### config.mk
export PLATFORM = sky130hd
export DESIGN_NAME = bpd_ctrl
export DESIGN_NICKNAME = d
export VERILOG_FILES = /design/src/design/bpd_pkg.sv /design/src/design/bpd_ctrl.sv
export SDC_FILE = /design/constraint.sdc
export NUM_CORES = 1
export LEC_CHECK = 0
export BUFFER_PORTS_ARGS = -buffer_cell sky130_fd_sc_hd__buf_2
export CAP_MARGIN = 20
export CORE_AREA = 2 2 39 41
export DETAILED_ROUTE_END_ITERATION = 7
export DIE_AREA = 0 0 41 43
export SETUP_SLACK_MARGIN = 0.15
export SLEW_MARGIN = 20
export SYNTH_ARGS = -nofsm -noshare
export SYNTH_HDL_FRONTEND = slang
export SYNTH_SLANG_ARGS = --single-unit
### constraint.sdc
create_clock -name clock -period 1.6 [get_ports clock]
set_input_delay 0.08 -clock clock [delete_from_list [all_inputs] [get_ports clock]]
set_output_delay 0.08 -clock clock [all_outputs]
set_load 0.005 [all_outputs]
### src/design/bpd_pkg.sv
// Shared types, constants and the keyword table of the BASIC program detokenizer.
package bpd_pkg;

   localparam int unsigned KEYWORD_COUNT_DEF = 76;
   localparam int unsigned ROM_ENTRIES = 76;
   localparam logic [7:0] TOKEN_BASE = 8'h80;
   localparam int unsigned KW_MAX_LEN = 7;

   typedef enum logic [3:0] {
      PH_LOAD_LO = 4'd0,
      PH_LOAD_HI = 4'd1,
      PH_LINK_LO = 4'd2,
      PH_LINK_HI = 4'd3,
      PH_NUM_LO  = 4'd4,
      PH_NUM_HI  = 4'd5,
      PH_TEXT    = 4'd6,
      PH_SKIP    = 4'd7,
      PH_HALT    = 4'd8
   } phase_type;

   typedef enum logic [2:0] {
      KIND_CHAR     = 3'd0,
      KIND_START    = 3'd1,
      KIND_END      = 3'd2,
      KIND_PROG_END = 3'd3,
      KIND_BACK_ERR = 3'd4
   } kind_type;

   typedef enum logic {
      CT_IDLE = 1'b0,
      CT_EMIT = 1'b1
   } ctrl_state_type;

   // What one accepted byte produces: no result, a single result, an end/error pair, or a keyword.
   typedef struct packed {
      logic        kw;
      logic [6:0]  kw_idx;
      logic [2:0]  count;
      kind_type    kind0;
      logic [7:0]  char0;
      logic [15:0] num0;
   } desc_type;

   typedef struct packed {
      logic       accept;
      logic       out_load;
      logic       use_latched;
      logic [2:0] idx;
   } cmd_type;

   typedef struct packed {
      logic [2:0] now_count;
      logic [2:0] lat_count;
      logic       out_free;
   } stat_type;

   // Keyword text, right-aligned with zero bytes in front.
   function automatic logic [8*KW_MAX_LEN-1:0] keyword_text(input logic [6:0] idx);
      logic [8*KW_MAX_LEN-1:0] text;
      text = '0;
      case (idx)
         7'd0:  text = "END";
         7'd1:  text = "FOR";
         7'd2:  text = "NEXT";
         7'd3:  text = "DATA";
         7'd4:  text = "INPUT#";
         7'd5:  text = "INPUT";
         7'd6:  text = "DIM";
         7'd7:  text = "READ";
         7'd8:  text = "LET";
         7'd9:  text = "GOTO";
         7'd10: text = "RUN";
         7'd11: text = "IF";
         7'd12: text = "RESTORE";
         7'd13: text = "GOSUB";
         7'd14: text = "RETURN";
         7'd15: text = "REM";
         7'd16: text = "STOP";
         7'd17: text = "ON";
         7'd18: text = "WAIT";
         7'd19: text = "LOAD";
         7'd20: text = "SAVE";
         7'd21: text = "VERIFY";
         7'd22: text = "DEF";
         7'd23: text = "POKE";
         7'd24: text = "PRINT#";
         7'd25: text = "PRINT";
         7'd26: text = "CONT";
         7'd27: text = "LIST";
         7'd28: text = "CLR";
         7'd29: text = "CMD";
         7'd30: text = "SYS";
         7'd31: text = "OPEN";
         7'd32: text = "CLOSE";
         7'd33: text = "GET";
         7'd34: text = "NEW";
         7'd35: text = "TAB(";
         7'd36: text = "TO";
         7'd37: text = "FN";
         7'd38: text = "SPC(";
         7'd39: text = "THEN";
         7'd40: text = "NOT";
         7'd41: text = "STEP";
         7'd42: text = "+";
         7'd43: text = "-";
         7'd44: text = "*";
         7'd45: text = "/";
         7'd46: text = "^";
         7'd47: text = "AND";
         7'd48: text = "OR";
         7'd49: text = ">";
         7'd50: text = "=";
         7'd51: text = "<";
         7'd52: text = "SGN";
         7'd53: text = "INT";
         7'd54: text = "ABS";
         7'd55: text = "USR";
         7'd56: text = "FRE";
         7'd57: text = "POS";
         7'd58: text = "SQR";
         7'd59: text = "RND";
         7'd60: text = "LOG";
         7'd61: text = "EXP";
         7'd62: text = "COS";
         7'd63: text = "SIN";
         7'd64: text = "TAN";
         7'd65: text = "ATN";
         7'd66: text = "PEEK";
         7'd67: text = "LEN";
         7'd68: text = "STR$";
         7'd69: text = "VAL";
         7'd70: text = "ASC";
         7'd71: text = "CHR$";
         7'd72: text = "LEFT$";
         7'd73: text = "RIGHT$";
         7'd74: text = "MID$";
         7'd75: text = "GO";
         default: text = '0;
      endcase
      return text;
   endfunction

   // Number of characters is the number of nonzero bytes in the text.
   function automatic logic [2:0] keyword_len(input logic [8*KW_MAX_LEN-1:0] text);
      logic [2:0] len;
      len = '0;
      for (int i = 0; i < KW_MAX_LEN; i++) begin
         if (text[8*i +: 8] != 8'd0) begin
            len = len + 3'd1;
         end
      end
      return len;
   endfunction

endpackage

### src/design/bpd_ctrl.sv
// Controller: accepts input bytes and sequences the result beats of each byte.
module bpd_ctrl (
   input  logic              clock,
   input  logic              reset,
   input  logic              req_valid,
   output logic              req_ready,
   input  bpd_pkg::stat_type stat,
   output bpd_pkg::cmd_type  cmd
);

   bpd_pkg::ctrl_state_type state_ff, state_in;
   logic [2:0] idx_ff, idx_in;

   always_ff @(posedge clock) begin
      if (reset) begin
         state_ff <= bpd_pkg::CT_IDLE;
         idx_ff <= '0;
      end else begin
         state_ff <= state_in;
         idx_ff <= idx_in;
      end
   end

   always_comb begin
      state_in = state_ff;
      idx_in = idx_ff;
      cmd = '0;
      req_ready = 1'b0;
      case (state_ff)
         bpd_pkg::CT_IDLE: begin
            // The first result of a byte goes straight into the output register.
            req_ready = stat.out_free;
            if (req_valid && stat.out_free) begin
               cmd.accept = 1'b1;
               if (stat.now_count != 3'd0) begin
                  cmd.out_load = 1'b1;
               end
               if (stat.now_count > 3'd1) begin
                  state_in = bpd_pkg::CT_EMIT;
                  idx_in = 3'd1;
               end
            end
         end
         bpd_pkg::CT_EMIT: begin
            if (stat.out_free) begin
               cmd.out_load = 1'b1;
               cmd.use_latched = 1'b1;
               cmd.idx = idx_ff;
               if (idx_ff == stat.lat_count - 3'd1) begin
                  state_in = bpd_pkg::CT_IDLE;
                  idx_in = 3'd0;
               end else begin
                  idx_in = idx_ff + 3'd1;
               end
            end
         end
         default: begin
            state_in = bpd_pkg::CT_IDLE;
            idx_in = 3'd0;
         end
      endcase
   end

endmodule

==> run_results.csv, run 1 <==
group,metric,value,unit
grt,grt_overflow,0,
yosys,synth_top_area_share,24.3,%
yosys,netlist_area,329,um2
layout,final_cell_area,468,um2
drt,vias,347,
drt,ant_nets,0,
worst_setup_path,r2r_start,"idx_ff[2]",
grt,grt-busiest-layer,"met2",
drt,drt_wl_total,768,um
layout,multi_input_area,246,um2
placement,io_buffer_count,16,
worst_setup_path,cp-startpoint,"idx_ff[2]",
worst_setup_path,startpoint_type,"flop",
drt,wl_per_cell,10.7,um
yosys,netlist_instances,36,
clocking,cts_hold_buf,0,
clocking,cts.repair.resized,0,
grt,grt_pass1_wl,1.06,mm
placement,pre_cts_ws,0.217,ns
drt,viasPerCell,4.82,
clocking,clock_latency,0.24,ns
clocking,cts_tree,"built",
sta,period_minus_slack,1.38,ns
sta,rsz0062_at_grt,"no",
placement,post_dp_cell_area,437,um2
drt,drc,0,
worst_setup_path,cp_max_fo,5,
die,num_rows,14,
die,dieArea,1760,um2
power,ir_worst_vdd,0.000291,V
min_path,hold_path.startpoint,"reset",
power,leakage,0.256,nW
drt,drt_iter0_markers,5,
yosys,synthesis.nets,48,
sta,fin_setup_tns,0,ns
worst_setup_path,critical_path_class,"flop to flop",
yosys,yosysTopAreaCell,"dfxtp_1",
yosys,synth.ff_latch_count,4,
clocking,htree_levels,1,
clocking,post-cts-setup-buffers,0,
layout,finalNetCount,70,
layout,layout-drive-gt1-share,46.4,%
yosys,ys_top_cells_by_area,"dfxtp_1 24%, ha_1 7.6%, xor3_2 7.6%, xnor2_2 4.9%, nor3_1 4.6%",
die,io_pins,17,
drt,dr.pass1.iters,3,
yosys,synth_warnings,0,
clocking,clkSinkCount,4,
status,outcome,"finished clean",
grt,grt_pass1_vias,277,
layout,insertedDiodeCount,0,
worst_setup_path,cp-end-kind,"flop",
grt,antenna_found_initial,0,
clocking,clockBufferDepth,2,
sta,hold_violations,0,
layout,area_delta_synth_final,42.2,%
layout,seq_area,80.1,um2
power,power,0.314,mW
min_path,hold_path.class,"input pin to flop",
clocking,clkTransAtPathRegs,0.04,ns
die,core_area,1380,um2
layout,nFillCells,156,
sta,final.setup.worst_slack,0.216,ns
worst_setup_path,cp.required,1.72,ns
sta,fmax,723,MHz
sta,final_max_slew_viol_count,0,
grt,use_met3,3.14,%
die,start_util,23.8,%
sta,period_share,86.5,%
clocking,cts_buffers,3,
yosys,syn_avg_cell_area,9.14,um2
grt,grt_use_met1,9.77,%
die,die_x,41,um
die,chipHeight,43,um
yosys,yosysUniqueCellTypes,24,
sta,setup_viol,0,
grt,grt_max_degree,10,
placement,place_hpwl,615,um
yosys,ys_seq_area_share,24.3,%
clocking,root_buffer,"clkbuf_4",
sta,relSlewSlack,73.1,%
grt,grtUsageTotal,9.27,%
sta,skew,0.00316,ns
grt,use_met2,13.8,%
run,max_cap_viol_count,0,
layout,utilization,33.8,%
worst_setup_path,cp.arrival,1.50,ns
sta,worstMarginPinSlew,0.400,ns
power,pwr_density_cell,671,nW/um2
placement,gp_congestion,0.724,
## worst paths after layout
kind                    end  slack (ns)  depth (start not counted)
hold reg to reg   idx_ff[2]        0.51                          2
setup / recovery  idx_ff[2]        0.22                          3
setup reg to reg  idx_ff[2]        0.22                          3
hold / removal    idx_ff[2]        0.06                          2
## synthesized netlist by cell type
library cell  number
dfxtp_1            4
inv_1              3
nand2_1            3
nor3_1             3
and3_1             2
ha_1               2
nand3_1            2
a21oi_1            1
and3_2             1
and3b_1            1
and3b_2            1
and4b_2            1
nand4b_1           1
nor2_1             1
nor2b_1            1
nor4_1             1
nor4_2             1
o211a_1            1
o211ai_1           1
o31ai_1            1
o32ai_1            1
xnor2_1            1
xnor2_2            1
xor3_2             1
## layout by cell type (no fill, tap or decap), drive strengths merged
master / synthesis / final
xor3: 1 / 1
o32ai: 1 / 1
nand3: 2 / 2
and4b: 1 / 1
nor2: 1 / 1
o211a: 1 / 1
nor3: 3 / 3
buf: 0 / 17
nand4b: 1 / 1
nand2: 3 / 3
clkbuf: 0 / 3
o31ai: 1 / 1
and3: 3 / 3
xnor2: 2 / 2
dfxtp: 4 / 4
o211ai: 1 / 1
ha: 2 / 2
nor2b: 1 / 1
nor4: 2 / 2
and3b: 2 / 2
inv: 3 / 3
a21oi: 1 / 1
## layout make-up
cell class                 instances  area share, %
inverter                           3           2.41
clock buffer                       3           4.81
sequential                         4           17.1
tap                               16           4.28
multi-input combinational         29           52.7
timing repair buffer              17           18.7
## per-stage QoR
step | hold slack [ns] | instances
2_1_floorplan | 0.149 | 36
3_3_place_gp | 0.301 | 69
3_5_place_dp | 0.305 | 69
4_1_cts | 0.0499 | 72
5_1_grt | 0.0512 | 72
6_report | 0.0645 | 72
## power breakdown
part / leakage (nW) / switching (mW) / internal [mW]
clock: 0.0138 / 0.0429 / 0.0840
sequential: 0.0326 / 0.00430 / 0.105
combinational: 0.210 / 0.0409 / 0.0372
## kinds of logic after synthesis
family,count (synthesis),share of synthesized area [%]
AOI/OAI and AO/OA,5,11.8
xor gates and xnor gates,3,15.2
adders and majority gates,2,7.60
buffers and inverters,3,3.42
DFF,4,24.3
and+or+nand+nor,19,37.6
## per-layer routing
layer | vias up | part of all wire, %
li1 | 178 | -
met1 | 158 | 45
met2 | 9 | 46
met3 | 2 | 6.6
met4 | 0 | 1.6
met5 | - | 0
## sequential cells by signal, indices dropped and copies added, names as in the netlist
signal    cells
state_ff      1
idx_ff        3
## critical path, cell delays in order (launching register included)
cell and delay, ns:
dfxtp_1 0.37, xor3_2 0.50, o32ai_1 0.30, a21oi_1 0.10
Note: power is estimated with default switching activity, not from simulation.
==> inputs of run 2 (changes only) <==
RECOVER_POWER = 25   (was unset)
==> run_results.csv, run 2 (same netlist as run 1, synthesis figures left out) <==
group,metric,value,unit
drt,wl_per_cell,10.6,um
drt,drc,0,
worst_setup_path,rrSetupSlack,0.21,ns
grt,grtUsageTotal,9.27,%
die,core_area,1380,um2
status,outcome,"finished clean",
sta,timing.hold.ws,0.0665,ns
power,pwr_density_cell,674,nW/um2
sta,fmax,721,MHz
worst_setup_path,startpoint_type,"flop",
drt,drt_wl_total,763,um
layout,largest_reg_flops,3,
clocking,cts_buffers,3,
layout,nFillCells,157,
placement,place_hpwl,615,um
layout,area_delta_synth_final,40.7,%
power,ir_worst_vdd,0.000285,V
layout,multi_input_area,246,um2
sta,fin_setup_tns,0,ns
placement,io_buffer_count,16,
power,leakage,0.249,nW
sta,setup_viol,0,
clocking,clkSinkCount,4,
sta,skew,0.00300,ns
min_path,hold_path.class,"input pin to flop",
worst_setup_path,cp-end-kind,"flop",
clocking,post-cts-setup-buffers,0,
clocking,cts_tree,"built",
grt,grt_max_degree,10,
clocking,root_buffer,"clkbuf_4",
sta,relSlewSlack,72.4,%
worst_setup_path,cpPeakStageDelay,0.50,ns
worst_setup_path,critical_path_class,"flop to flop",
run,max_cap_viol_count,0,
worst_setup_path,crit_buf_inv,0,
die,dieArea,1760,um2
die,num_rows,14,
worst_setup_path,cp.required,1.72,ns
grt,antenna_found_initial,0,
sta,final_max_slew_viol_count,0,
die,die_x,41,um
die,io_pins,17,
sta,hold_violations,0,
layout,final_common_cell,"buf_2",
sta,period_minus_slack,1.39,ns
sta,period_share,86.7,%
drt,ant_nets,0,
layout,finalNetCount,70,
layout,final_cell_mix,"15 x buf_2, 4 x dfxtp_1",
sta,final.setup.worst_slack,0.213,ns
placement,pre_cts_ws,0.217,ns
grt,grt_use_met1,9.77,%
grt,grt_overflow,0,
worst_setup_path,crit_chain,"xor3_2, o32ai_1, a21oi_1",
layout,top_register,"idx_ff",
sta,rsz0062_at_grt,"no",
grt,use_met3,3.14,%
sta,worstMarginPinSlew,0.412,ns
placement,gp_congestion,0.724,
worst_setup_path,cp_max_fo,5,
grt,grt-busiest-layer,"met2",
clocking,clkTransAtPathRegs,0.04,ns
clocking,clockBufferDepth,2,
drt,vias,347,
layout,insertedDiodeCount,0,
worst_setup_path,cp.arrival,1.51,ns
layout,reg_top3,"idx_ff: 3 flops, state_ff: 1 flops",
grt,grt_pass1_vias,277,
die,chipHeight,43,um
drt,dr.pass1.iters,3,
grt,grt_pass1_wl,1.06,mm
grt,use_met2,13.8,%
worst_setup_path,slowest_stage,"xor3_2",
layout,seq_area,80.1,um2
worst_setup_path,crit_family,"XOR/XNOR gates",
drt,viasPerCell,4.82,
layout,layout-drive-gt1-share,42.9,%
drt,drt_iter0_markers,5,
clocking,htree_levels,1,
die,start_util,23.8,%
clocking,clock_latency,0.24,ns
## run 2: worst paths after layout
check             cells past startpoint         to  startpoint
hold reg to reg                       2  idx_ff[2]   idx_ff[2]
hold / removal                        2  idx_ff[2]       reset
setup / recovery                      3  idx_ff[2]   idx_ff[2]
setup reg to reg                      3  idx_ff[2]   idx_ff[2]
## run 2: per-stage QoR
step	utilization, %	std cells	power, mW	area [um2]
global placement	31.6	69	0.183	437
CTS	33.2	72	0.319	459
floorplan	-	36	0.152	329
global route	33.5	72	0.338	463
detailed placement	31.6	69	0.185	437
finish	33.5	72	0.312	463
## run 2: cell type report
type	instances	area share, %
clock buffer	3	4.86
inverter	3	2.43
multi-input combinational	29	53.2
sequential	4	17.3
tap	16	4.32
timing repair buffer	17	17.8
## run 2: report_power, final
group | switching [mW] | leakage, nW | internal [mW]
Combinational | 0.0408 | 0.203 | 0.0353
Sequential | 0.00420 | 0.0326 | 0.105
Clock | 0.0428 | 0.0138 | 0.0840
## run 2: layer usage
| layer | vias up | wire, um |
|---|---|---|
| met4 | 0 | 12 |
| met2 | 9 | 348 |
| met3 | 2 | 51 |
| met1 | 157 | 350 |
| met5 | - | 0 |
| li1 | 179 | - |
## run 2: repair_timing
action,4_1_cts,5_1_grt
endpoints found under the hold margin,0,0
setup endpoints to repair,0,1
hold buffers,0,0
gates resized for setup,0,1
